File: src/sv/tisp_pkg.sv
// ----------------------------------------------------------------------------
// tisp_pkg
// Types and constants for the tag item stream parser.
// ----------------------------------------------------------------------------
package tisp_pkg;

    typedef enum logic [1:0] {
        PH_HALT = 2'd0,
        PH_HEAD = 2'd1,
        PH_DATA = 2'd2
    } phase_t;

    typedef enum logic [2:0] {
        KIND_DLFC = 3'd0,
        KIND_ROBM = 3'd1,
        KIND_FAC  = 3'd2,
        KIND_SDC  = 3'd3,
        KIND_STR0 = 3'd4
    } tag_kind_t;

    localparam logic [31:0] NAME_DLFC = 32'h646C_6663;
    localparam logic [31:0] NAME_ROBM = 32'h726F_626D;
    localparam logic [31:0] NAME_FAC  = 32'h6661_635F;
    localparam logic [31:0] NAME_SDC  = 32'h7364_635F;
    localparam logic [23:0] NAME_STR  = 24'h73_7472;
    localparam logic [7:0]  CHAR_0    = 8'h30;
    localparam logic [7:0]  CHAR_3    = 8'h33;

    localparam logic [31:0] DLFC_LEN  = 32'd32;
    localparam logic [31:0] ROBM_LEN  = 32'd8;

    localparam int unsigned HEADER_BITS = 64;
    localparam logic [5:0]  HDR_LAST    = 6'd63;

    localparam int unsigned TOTAL_BITS_W = 19;

endpackage

File: src/sv/tag_item_stream_parser.sv
// ----------------------------------------------------------------------------
// tag_item_stream_parser
// Bit-serial TAG payload parser: header decode, tag classification and
// per-bit data output with empty and malformed markers.
// ----------------------------------------------------------------------------
// One payload bit per input transfer, one transfer per cycle sustained. Each
// transfer updates the parser state and produces at most one result, held in
// an output register; s_tready stays high while that register is empty or
// being drained, so the rate is set only by m_tready.
module tag_item_stream_parser #(
    parameter int PAYLOAD_COUNT_WIDTH = 19
) (
    input  logic        aclk,
    input  logic        aresetn,
    input  logic        s_tvalid,
    output logic        s_tready,
    input  logic [23:0] s_tdata,   // [0] payload_bit, [19:1] payload_total_bits
    input  logic        s_tuser,   // [0] payload_start
    output logic        m_tvalid,
    input  logic        m_tready,
    output logic [7:0]  m_tdata,   // [0] data_bit
    output logic [4:0]  m_tuser,   // [2:0] tag_kind, [3] empty_tag, [4] malformed
    output logic        m_tlast
);

    localparam int CW = PAYLOAD_COUNT_WIDTH;

    tisp_pkg::phase_t phase_reg, phase_next;
    logic [5:0]       hcnt_reg, hcnt_next;
    logic [31:0]      name_reg, name_next;
    logic [31:0]      len_reg, len_next;
    logic [CW-1:0]    rem_reg, rem_next;
    logic [31:0]      dleft_reg, dleft_next;
    logic [2:0]       kind_reg, kind_next;
    logic             known_reg, known_next;

    logic             res_valid;
    logic [2:0]       res_kind;
    logic             res_bit;
    logic             res_last;
    logic             res_empty;
    logic             res_bad;

    logic             m_tvalid_reg;
    logic [2:0]       kind_out_reg;
    logic             bit_out_reg;
    logic             last_out_reg;
    logic             empty_out_reg;
    logic             bad_out_reg;

    logic             s_accept;
    logic             in_bit;
    logic [tisp_pkg::TOTAL_BITS_W-1:0] in_total;

    assign in_bit   = s_tdata[0];
    assign in_total = s_tdata[tisp_pkg::TOTAL_BITS_W:1];
    assign s_tready = !m_tvalid_reg || m_tready;
    assign s_accept = s_tvalid && s_tready;

    always_comb begin
        phase_next = phase_reg;
        hcnt_next  = hcnt_reg;
        name_next  = name_reg;
        len_next   = len_reg;
        rem_next   = rem_reg;
        dleft_next = dleft_reg;
        kind_next  = kind_reg;
        known_next = known_reg;
        res_valid  = 1'b0;
        res_kind   = 3'd0;
        res_bit    = 1'b0;
        res_last   = 1'b0;
        res_empty  = 1'b0;
        res_bad    = 1'b0;

        if (s_tuser) begin
            rem_next   = CW'(in_total);
            dleft_next = '0;
            kind_next  = 3'd0;
            known_next = 1'b0;
            phase_next = (rem_next >= CW'(tisp_pkg::HEADER_BITS)) ? tisp_pkg::PH_HEAD
                                                                  : tisp_pkg::PH_HALT;
            hcnt_next  = '0;
            name_next  = '0;
            len_next   = '0;
        end

        case (phase_next)
            tisp_pkg::PH_HEAD: begin
                if (!hcnt_next[5]) begin
                    name_next = {name_next[30:0], in_bit};
                end else begin
                    len_next = {len_next[30:0], in_bit};
                end
                rem_next = rem_next - CW'(1);
                if (hcnt_next != tisp_pkg::HDR_LAST) begin
                    hcnt_next = hcnt_next + 6'd1;
                end else begin
                    hcnt_next = '0;
                    if (len_next > 32'(rem_next)) begin
                        phase_next = tisp_pkg::PH_HALT;
                        res_valid  = 1'b1;
                        res_bad    = 1'b1;
                    end else begin
                        known_next = 1'b1;
                        if (name_next == tisp_pkg::NAME_DLFC &&
                            len_next == tisp_pkg::DLFC_LEN) begin
                            kind_next = tisp_pkg::KIND_DLFC;
                        end else if (name_next == tisp_pkg::NAME_ROBM &&
                                     len_next == tisp_pkg::ROBM_LEN) begin
                            kind_next = tisp_pkg::KIND_ROBM;
                        end else if (name_next == tisp_pkg::NAME_FAC) begin
                            kind_next = tisp_pkg::KIND_FAC;
                        end else if (name_next == tisp_pkg::NAME_SDC) begin
                            kind_next = tisp_pkg::KIND_SDC;
                        end else if (name_next[31:8] == tisp_pkg::NAME_STR &&
                                     name_next[7:0] >= tisp_pkg::CHAR_0 &&
                                     name_next[7:0] <= tisp_pkg::CHAR_3) begin
                            kind_next = tisp_pkg::KIND_STR0 + {1'b0, name_next[1:0]};
                        end else begin
                            kind_next  = 3'd0;
                            known_next = 1'b0;
                        end
                        dleft_next = len_next;
                        if (len_next == 32'd0) begin
                            phase_next = (rem_next >= CW'(tisp_pkg::HEADER_BITS))
                                         ? tisp_pkg::PH_HEAD : tisp_pkg::PH_HALT;
                            name_next  = '0;
                            len_next   = '0;
                            res_valid  = known_next;
                            res_kind   = kind_next;
                            res_last   = 1'b1;
                            res_empty  = 1'b1;
                        end else begin
                            phase_next = tisp_pkg::PH_DATA;
                        end
                    end
                end
            end
            tisp_pkg::PH_DATA: begin
                rem_next   = rem_next - CW'(1);
                dleft_next = dleft_next - 32'd1;
                res_last   = (dleft_next == 32'd0);
                if (res_last) begin
                    phase_next = (rem_next >= CW'(tisp_pkg::HEADER_BITS)) ? tisp_pkg::PH_HEAD
                                                                          : tisp_pkg::PH_HALT;
                    hcnt_next  = '0;
                    name_next  = '0;
                    len_next   = '0;
                end
                res_valid = known_next;
                res_kind  = kind_next;
                res_bit   = in_bit;
            end
            default: begin
            end
        endcase
    end

    always_ff @(posedge aclk) begin
        if (!aresetn) begin
            phase_reg <= tisp_pkg::PH_HALT;
            hcnt_reg  <= '0;
            name_reg  <= '0;
            len_reg   <= '0;
            rem_reg   <= '0;
            dleft_reg <= '0;
            kind_reg  <= '0;
            known_reg <= 1'b0;
        end else if (s_accept) begin
            phase_reg <= phase_next;
            hcnt_reg  <= hcnt_next;
            name_reg  <= name_next;
            len_reg   <= len_next;
            rem_reg   <= rem_next;
            dleft_reg <= dleft_next;
            kind_reg  <= kind_next;
            known_reg <= known_next;
        end
    end

    always_ff @(posedge aclk) begin
        if (!aresetn) begin
            m_tvalid_reg <= 1'b0;
        end else if (s_accept) begin
            m_tvalid_reg <= res_valid;
        end else if (m_tready) begin
            m_tvalid_reg <= 1'b0;
        end
    end

    always_ff @(posedge aclk) begin
        if (s_accept && res_valid) begin
            kind_out_reg  <= res_kind;
            bit_out_reg   <= res_bit;
            last_out_reg  <= res_last;
            empty_out_reg <= res_empty;
            bad_out_reg   <= res_bad;
        end
    end

    assign m_tvalid = m_tvalid_reg;
    assign m_tdata  = {7'd0, bit_out_reg};
    assign m_tuser  = {bad_out_reg, empty_out_reg, kind_out_reg};
    assign m_tlast  = last_out_reg;

endmodule

File: config.mk
export PLATFORM = sky130hd
export DESIGN_NAME = tag_item_stream_parser
export DESIGN_NICKNAME = d
export VERILOG_FILES = /design/src/sv/tisp_pkg.sv /design/src/sv/tag_item_stream_parser.sv
export SDC_FILE = /design/constraint.sdc
export NUM_CORES = 1
export LEC_CHECK = 0
export BUFFER_PORTS_ARGS = -buffer_cell sky130_fd_sc_hd__buf_4
export CAP_MARGIN = 10
export CORE_UTILIZATION = 55
export DETAILED_ROUTE_END_ITERATION = 6
export PLACE_DENSITY = 0.77
export SKIP_CTS_REPAIR_TIMING = 1
export SLEW_MARGIN = 25
export SYNTH_ARGS = -nofsm -noshare
export SYNTH_HDL_FRONTEND = slang
export SYNTH_SLANG_ARGS = --single-unit
File: constraint.sdc
create_clock -name aclk -period 6.5 [get_ports aclk]
set_input_delay 0.65 -clock aclk [delete_from_list [all_inputs] [get_ports aclk]]
set_output_delay 0.65 -clock aclk [all_outputs]
set_load 0.02 [all_outputs]
==> PnR_summary.wiki, run 1 <==
{| class="wikitable"
! Metric !! Value
|-
| Status || completed
|-
| Highest layer used for signal routing || met4
|-
| Worst-case clock buffer depth || 2
|-
| Largest incremental delay on the critical path || 0.60 ns
|-
| Root buffer cell || sky130_fd_sc_hd__clkbuf_16
|-
| Layout cells sized above 1 || between 10% and 20%
|-
| Critical-path maximum fanout || 47
|-
| Global-route wire length before repair || 46,550 um
|-
| Vertical die dimension || around 130 um
|-
| Critical path cell sequence || buf_4 > mux2i_1 > ha_1 > o21ai_0 > or4_1 > nor2_1 > nand3b_1 > xor2_1 > mux2i_1 > inv_1 > ha_1 > nand3_1 > nor3_1 > o311ai_0 > a21boi_1 > buf_4 > o21ai_0 > o2111ai_1 > o21ai_1 > o22ai_2 > a22o_1
|-
| Total Nets Final || roughly 1,200
|-
| Number of diodes added for antenna fixing || 0
|-
| Hold Vio Cnt, Final || 0
|-
| PD cells || 195.9 nW/um2
|-
| Number of instances in the synthesized netlist || ~1,200
|-
| Routed metal-1 wire length || 12,390 um
|-
| Routed WL || 28,510 um
|-
| Met3 wirelength from detailed routing || 2141 um
|-
| Slew Limit Fails || 0
|-
| Routed vias || 9,727
|-
| Min setup slack post-route || 0.6964 ns
|-
| Number of distinct library cells after synthesis || between 90 and 100
|-
| Element type at the critical path end || register
|-
| Leading cell type in the layout, fill and taps excluded || sky130_fd_sc_hd__nor2_1
|-
| Number of placement rows || 47
|-
| Accumulated negative setup slack || 0 ns
|-
| CP arrival || 6.18 ns
|-
| Maxcap violations || 0
|-
| Number of ports placed on the die boundary || 45
|-
| Antenna violations before repair || 0
|-
| Most used DFF post-synth || sky130_fd_sc_hd__dfxtp_1
|-
| Gr usage total || between 30 and 40%
|-
| Warnings, synthesis || 0
|-
| Buffers on Ports || 33
|-
| Kind of launch point of the worst setup path || input pin
|-
| Worst Path Required || 6.88 ns
|-
| Number of synthesized register bits || 135
|-
| # clock sinks || 135
|-
| Period minus WS final || 5.804 ns
|-
| Core outline area || approximately 17,000 um2
|-
| Synth Area per Inst || 7.915 um2
|-
| Number of design-rule violations left by the first detailed-router iteration || 1,065
|-
| Headroom to the max-slew limit || approximately a third
|-
| Clock latency at the later pin of the worst-skew pair || 0.43 ns
|-
| Horiz. Die Dim || 133.9 um
|-
| Share of the yosys chip area belonging to registers || slightly below 30%
|-
| Number of buffers created by CTS || 17
|-
| Starting density of the core || 57.05%
|-
| Die area || 17,920 um2
|-
| Class of the worst hold path || reg2reg
|-
| Worst setup slack after placement || around 0.32 ns
|-
| Post-synth EDFFs || 7
|-
| Final Wtd Congestion || ~0.95
|-
| Worst vdd ir || 200.1 uV
|-
| DR DRC count || 0
|-
| Final routed wire length divided by cell count || 19.96 um
|-
| Level count of the clock H-tree || 4
|-
| Layout-stage area growth over the synthesis result || 8.885%
|-
| Maximum number of pins on one net before global-route repair || 59
|-
| Final antenna-violating net count || 0
|-
| Total met2 wirelength after detailed routing || 12,750 um
|-
| Via density per instance || 6.812
|-
| Maximum clock frequency || around 170 MHz
|-
| Number of search-and-repair iterations in the first detailed-routing pass || 6
|-
| Area of the mapped netlist || 9562 um2
|-
| Clock slew at the register clock pins of the worst setup and hold paths || 0.06 ns
|-
| Largest clock skew in the final design || ~0.0085 ns
|-
| CTS tree || built
|-
| Post-synthesis async set-or-reset flop share || 0%
|-
| Tightest Pin Transition || around 1.0 ns
|-
| Critical path type || in2reg
|-
| Setup Viol. Count Final || 0
|-
| Via count of the first global-routing pass || 8,786
|-
| DPL Wire Length || 19,310 um
|-
| Leading cell types in the layout, fill and taps excluded || 137 x sky130_fd_sc_hd__nor2_1, 127 x sky130_fd_sc_hd__dfxtp_1, 87 x sky130_fd_sc_hd__nand2_1
|-
| Critical Path Slowest Stage Cell || sky130_fd_sc_hd__or4_1
|-
| Gr ovfl total || 0
|-
| Reported leakage power || around 3.8 nW
|-
| Period utilization || 89.29%
|-
| Setup repair after global routing missed its margin || no
|-
| Filler cell count || 1,493
|}
## routing by layer
layer / track usage [%] / vias to the layer above
met1: 43.60 / 4628
met3: 6.387 / 100
met2: 49.48 / 464
met4: 16.16 / 0
li1: - / 4535
met5: 0 / -
## Yosys cell counts, types with 17 or more instances
library cell / count / share of area [%]
sky130_fd_sc_hd__nor2_1: 137 / 5.4
sky130_fd_sc_hd__dfxtp_1: 128 / 27
sky130_fd_sc_hd__nand2_1: 87 / 3.4
sky130_fd_sc_hd__a21oi_1: 77 / 4.0
sky130_fd_sc_hd__o21ai_0: 77 / 4.0
sky130_fd_sc_hd__clkbuf_1: 60 / 2.4
sky130_fd_sc_hd__nor3_1: 55 / 2.9
sky130_fd_sc_hd__mux2i_1: 47 / 4.9
sky130_fd_sc_hd__nand3_1: 33 / 1.7
sky130_fd_sc_hd__a22o_1: 31 / 2.8
sky130_fd_sc_hd__a32o_1: 27 / 2.8
sky130_fd_sc_hd__ha_1: 25 / 3.3
sky130_fd_sc_hd__nor4_1: 24 / 1.6
sky130_fd_sc_hd__inv_1: 23 / 0.90
sky130_fd_sc_hd__xnor2_1: 21 / 1.9
sky130_fd_sc_hd__or3_1: 17 / 1.1
## critical path, delay by kind of cell
| family | cells | cell delay [ns] |
|---|---|---|
| AOI/OAI and AO/OA | 8 | 1.96 |
| xor gates and xnor gates | 1 | 0.16 |
| adders and majority gates | 2 | 0.58 |
| buffers and inverters | 3 | 0.68 |
| muxes | 2 | 0.67 |
| and+or+nand+nor | 5 | 1.44 |
## final cells by class
type | instances | area [um2] | area share [%]
sequential | 135 | 2774 | 26.64
tap | 220 | 275.3 | 2.644
inverter | 25 | 93.84 | 0.9013
multi-input combinational | 959 | 6287 | 60.39
clock inverter | 15 | 127.6 | 1.226
timing repair buffer | 57 | 427.9 | 4.110
clock buffer | 17 | 425.4 | 4.086
## cell families (layout without fill, tap and decap cells)
| logic type | count (synthesis) | count (layout) | share of synthesized area [%] |
|---|---|---|---|
| and+or+nand+nor | 475 | 475 | 25.79 |
| AOI/OAI and AO/OA | 354 | 354 | 26.25 |
| DFF | 135 | 135 | 29.00 |
| buffers and inverters | 120 | 114 | 5.666 |
| muxes | 62 | 62 | 6.687 |
| xor gates and xnor gates | 36 | 36 | 3.298 |
| adders and majority gates | 25 | 25 | 3.271 |
| other | 1 | 7 | 0.03922 |
## final timing paths
| path | end | from | cells after the start | slack (ns) |
|---|---|---|---|---|
| setup reg to reg | name_reg[26] | rem_reg[0] | 20 | 1.13 |
| hold reg to reg | rem_reg[17] | rem_reg[17] | 2 | 0.47 |
| hold / removal | rem_reg[17] | rem_reg[17] | 2 | 0.47 |
| setup / recovery | name_reg[26] | s_tuser | 21 | 0.70 |
## power breakdown
| part | internal [W] | switching, W |
|---|---|---|
| Clock | 0.000527 | 0.000405 |
| Sequential | 0.000844 | 0.0000109 |
| Combinational | 0.0000831 | 0.000170 |
| Total | 0.00145 | 0.000586 |
## metrics by stage
step                      total power, W  cells  utilization, %  hold slack (ns)  area [um2]
after global routing            0.002102   1428           62.12           0.4999       10410
after CTS                       0.002042   1428           62.12           0.4669       10410
final                           0.002039   1428           62.12           0.4655       10410
after detailed placement        0.001118   1396           58.82           0.4564        9858
after global placement          0.001114   1396           58.82           0.4395        9858
after floorplan                 0.001051   1214               -           0.4312        9589
No activity file was read; power rests on OpenSTA's default activity.
==> run 2: changes to the inputs <==
CORE_UTILIZATION = 40   (was 55)
PLACE_DENSITY = 0.69   (was 0.77)
==> run 2 against run 1 <==
Compared with the run above: first-iteration DRC count down 7.6%; count of clock-buffer cells in the layout is 4 higher; combinational power increased by 2%; hold slack worse by 0.0074 ns; routed wire length up 3.3%; sequential share of layout area decreased by 0.51 points; register-to-register slack better by 0.02 ns; die area grew 37%; clock skew is 0.0017 ns higher; highest routed layer unchanged; final cell count up 7.0%.
==> PnR_summary.wiki, run 2 (synthesized netlist as in run 1, its figures left out) <==
{| class="wikitable"
! Metric !! Value
|-
| Status || completed (unchanged)
|-
| Largest incremental delay on the critical path || 0.62 ns (was 0.60 ns)
|-
| Layout-stage area growth over the synthesis result || 11.00% (was 8.885%)
|-
| Slew Limit Fails || 0 (unchanged)
|-
| Via count of the first global-routing pass || 8,811 (was 8,786)
|-
| Setup repair after global routing missed its margin || no (unchanged)
|-
| Maximum number of pins on one net before global-route repair || 81 (was 59)
|-
| Level count of the clock H-tree || 4 (unchanged)
|-
| Gr usage total || 24.52% (was 32.44%)
|-
| Maxcap violations || 0 (unchanged)
|-
| Tightest Pin Transition || 0.9786 ns (was 1.012 ns)
|-
| Number of ports placed on the die boundary || 45 (unchanged)
|-
| Clock latency at the later pin of the worst-skew pair || 0.43 ns (about the same)
|-
| CP arrival || 5.98 ns (was 6.18 ns)
|-
| Kind of launch point of the worst setup path || input pin (unchanged)
|-
| Critical-path maximum fanout || 27 (was 47)
|-
| Leading cell type in the layout, fill and taps excluded || sky130_fd_sc_hd__nor2_1 (unchanged)
|-
| PD cells || 197.2 nW/um2 (was 195.9 nW/um2)
|-
| Switching share of power || 27.67% (was 28.73%)
|-
| Placement-stage cell area || 10,000 um2 (was 9858 um2)
|-
| Element type at the critical path end || register (unchanged)
|-
| Worst vdd ir || 144.3 uV (was 200.1 uV)
|-
| Cell family with the largest share of critical-path delay || compound AO/OA/AOI/OAI gates (unchanged)
|-
| Antenna violations before repair || 0 (unchanged)
|-
| Routing usage on met2 || 38.69% (was 49.48%)
|-
| Fraction of power consumed by combinational cells || 12.3% (was 12.4%)
|-
| Sequential Power Share || 40.8% (was 41.9%)
|-
| Clock slew at the register clock pins of the worst setup and hold paths || 0.06 ns (about the same)
|-
| Headroom to the max-slew limit || 34.32% (was 32.06%)
|-
| Met1 track demand over resource || 33.09% (was 43.60%)
|-
| FF-to-FF Start || rem_reg[0] (unchanged)
|-
| Vertical die dimension || 156.6 um (was 133.9 um)
|-
| Largest clock skew in the final design || 0.01022 ns (was 0.008533 ns)
|-
| Total Nets Final || 1,250 (was 1,249)
|-
| Root buffer cell || sky130_fd_sc_hd__clkbuf_16 (unchanged)
|-
| Worst hold start || kind_reg[2] (was rem_reg[17])
|-
| Global-route wire length before repair || 47,510 um (was 46,550 um)
|-
| Leading cell types in the layout, fill and taps excluded || 137 x sky130_fd_sc_hd__nor2_1, 127 x sky130_fd_sc_hd__dfxtp_1, 87 x sky130_fd_sc_hd__nand2_1 (unchanged)
|-
| DPL Wire Length || 20,380 um (was 19,310 um)
|-
| Clock group share of total power || 46.8% (was 45.7%)
|-
| Cell internal pwr || 0.001514 W (was 0.001453 W)
|-
| Final standard cell area without fillers || 10,610 um2 (was 10,410 um2)
|-
| CP bufs+invs || 3 (unchanged)
|-
| Horiz. Die Dim || 156.6 um (was 133.9 um)
|-
| Core outline area || 23,470 um2 (was 16,760 um2)
|-
| Setup Viol. Count Final || 0 (unchanged)
|-
| # clock sinks || 135 (unchanged)
|-
| Critical Path Slowest Stage Cell || sky130_fd_sc_hd__o22ai_2 (was sky130_fd_sc_hd__or4_1)
|-
| CTS tree || built (unchanged)
|-
| Number of placement rows || 56 (was 47)
|-
| Period minus WS final || 5.605 ns (was 5.804 ns)
|-
| Critical path cell sequence || buf_4 > mux2i_1 > ha_1 > o21ai_0 > or4_1 > nor2_1 > nand3b_1 > xor2_1 > mux2i_1 > inv_1 > ha_1 > nand3_1 > nor3_1 > o311ai_0 > a21boi_1 > buf_4 > o21ai_0 > o2111ai_1 > o21ai_1 > o22ai_2 > a22o_1 (unchanged)
|-
| DR DRC count || 0 (unchanged)
|-
| Routed WL || 29,460 um (was 28,510 um)
|-
| Class of the worst hold path || reg2reg (unchanged)
|-
| Busiest metal layer after global routing || met2 (unchanged)
|-
| Worst-case clock buffer depth || 2 (unchanged)
|-
| Reported leakage power || 3.830 nW (was 3.804 nW)
|-
| Final Wtd Congestion || 0.9269 (was 0.9503)
|-
| Number of design-rule violations left by the first detailed-router iteration || 984 (was 1,065)
|-
| Final routed wire length divided by cell count || 19.28 um (was 19.96 um)
|-
| Accumulated negative setup slack || 0 ns (unchanged)
|-
| Die area || 24,530 um2 (was 17,920 um2)
|-
| Net Switching || 0.0005792 W (was 0.0005858 W)
|-
| Via density per instance || 6.332 (was 6.812)
|-
| Final antenna-violating net count || 0 (unchanged)
|-
| Period utilization || 86.23% (was 89.29%)
|-
| Number of buffers created by CTS || 17 (unchanged)
|-
| Worst Path Required || 6.88 ns (about the same)
|-
| Buffers on Ports || 33 (unchanged)
|-
| Routed vias || 9,676 (was 9,727)
|-
| Gr ovfl total || 0 (unchanged)
|-
| Number of diodes added for antenna fixing || 0 (unchanged)
|-
| Number of search-and-repair iterations in the first detailed-routing pass || 5 (was 6)
|-
| Critical path type || in2reg (unchanged)
|-
| Met3 layer usage reported by global route || 4.569% (was 6.387%)
|-
| Beginning of the critical path || s_tuser (unchanged)
|-
| Maximum clock frequency || 178.4 MHz (was 172.3 MHz)
|-
| Layout cells sized above 1 || 11.08% (was 11.09%)
|-
| Starting density of the core || 40.74% (was 57.05%)
|-
| Hold Vio Cnt, Final || 0 (unchanged)
|}
==> run 2: power by group through the flow <==
| stage | Combinational, W | Clock (W) | Sequential, W |
|---|---|---|---|
| global placement | 0.000246 | 0 | 0.000872 |
| finish | 0.000258 | 0.000980 | 0.000855 |
| CTS | 0.000252 | 0.000997 | 0.000854 |
| floorplan | 0.000182 | 0 | 0.000869 |
| global route | 0.000280 | 0.00104 | 0.000856 |
| detailed placement | 0.000250 | 0 | 0.000872 |
==> run 2: final timing paths <==
check,slack [ns],to,cells after the start
worst max register to register,1.15,name_reg[26],20
worst min register to register,0.46,kind_reg[2],2
worst min-delay path,0.46,kind_reg[2],2
worst max-delay path,0.90,name_reg[26],21
==> run 2: tightest hold or removal path: stages (launching register included) <==
cell and delay (ns):
sky130_fd_sc_hd__dfxtp_1 0.31, sky130_fd_sc_hd__nand2_1 0.06, sky130_fd_sc_hd__a21oi_1 0.05
==> run 2: stage by stage <==
step	total power, W	setup slack (ns)	cells	hold WS, ns	util (%)
3_3_place_gp	0.001118	0.6629	1496	0.4404	42.61
2_1_floorplan	0.001051	0.1013	1214	0.4312	-
5_1_grt	0.002174	0.4427	1528	0.4809	45.22
3_5_place_dp	0.001123	0.6165	1496	0.4507	42.61
4_1_cts	0.002103	1.046	1528	0.4572	45.18
6_report	0.002093	0.8954	1528	0.4581	45.22
==> run 2: layer usage <==
layer | vias to the layer above | wire [um] | share of wire [%]
met2 | 483 | 13200 | 45
met3 | 52 | 2637 | 9.0
met1 | 4598 | 12930 | 44
met4 | 0 | 682 | 2.3
met5 | - | 0 | 0
li1 | 4543 | - | -
==> run 2: final cells by class <==
type	count	area (um2)
fill	2314	12860
tap	319	399.1
timing repair buffer	58	447.9
multi-input combinational	959	6296
clock inverter	11	110.1
clock buffer	21	493.0
sequential	135	2774
inverter	25	93.84
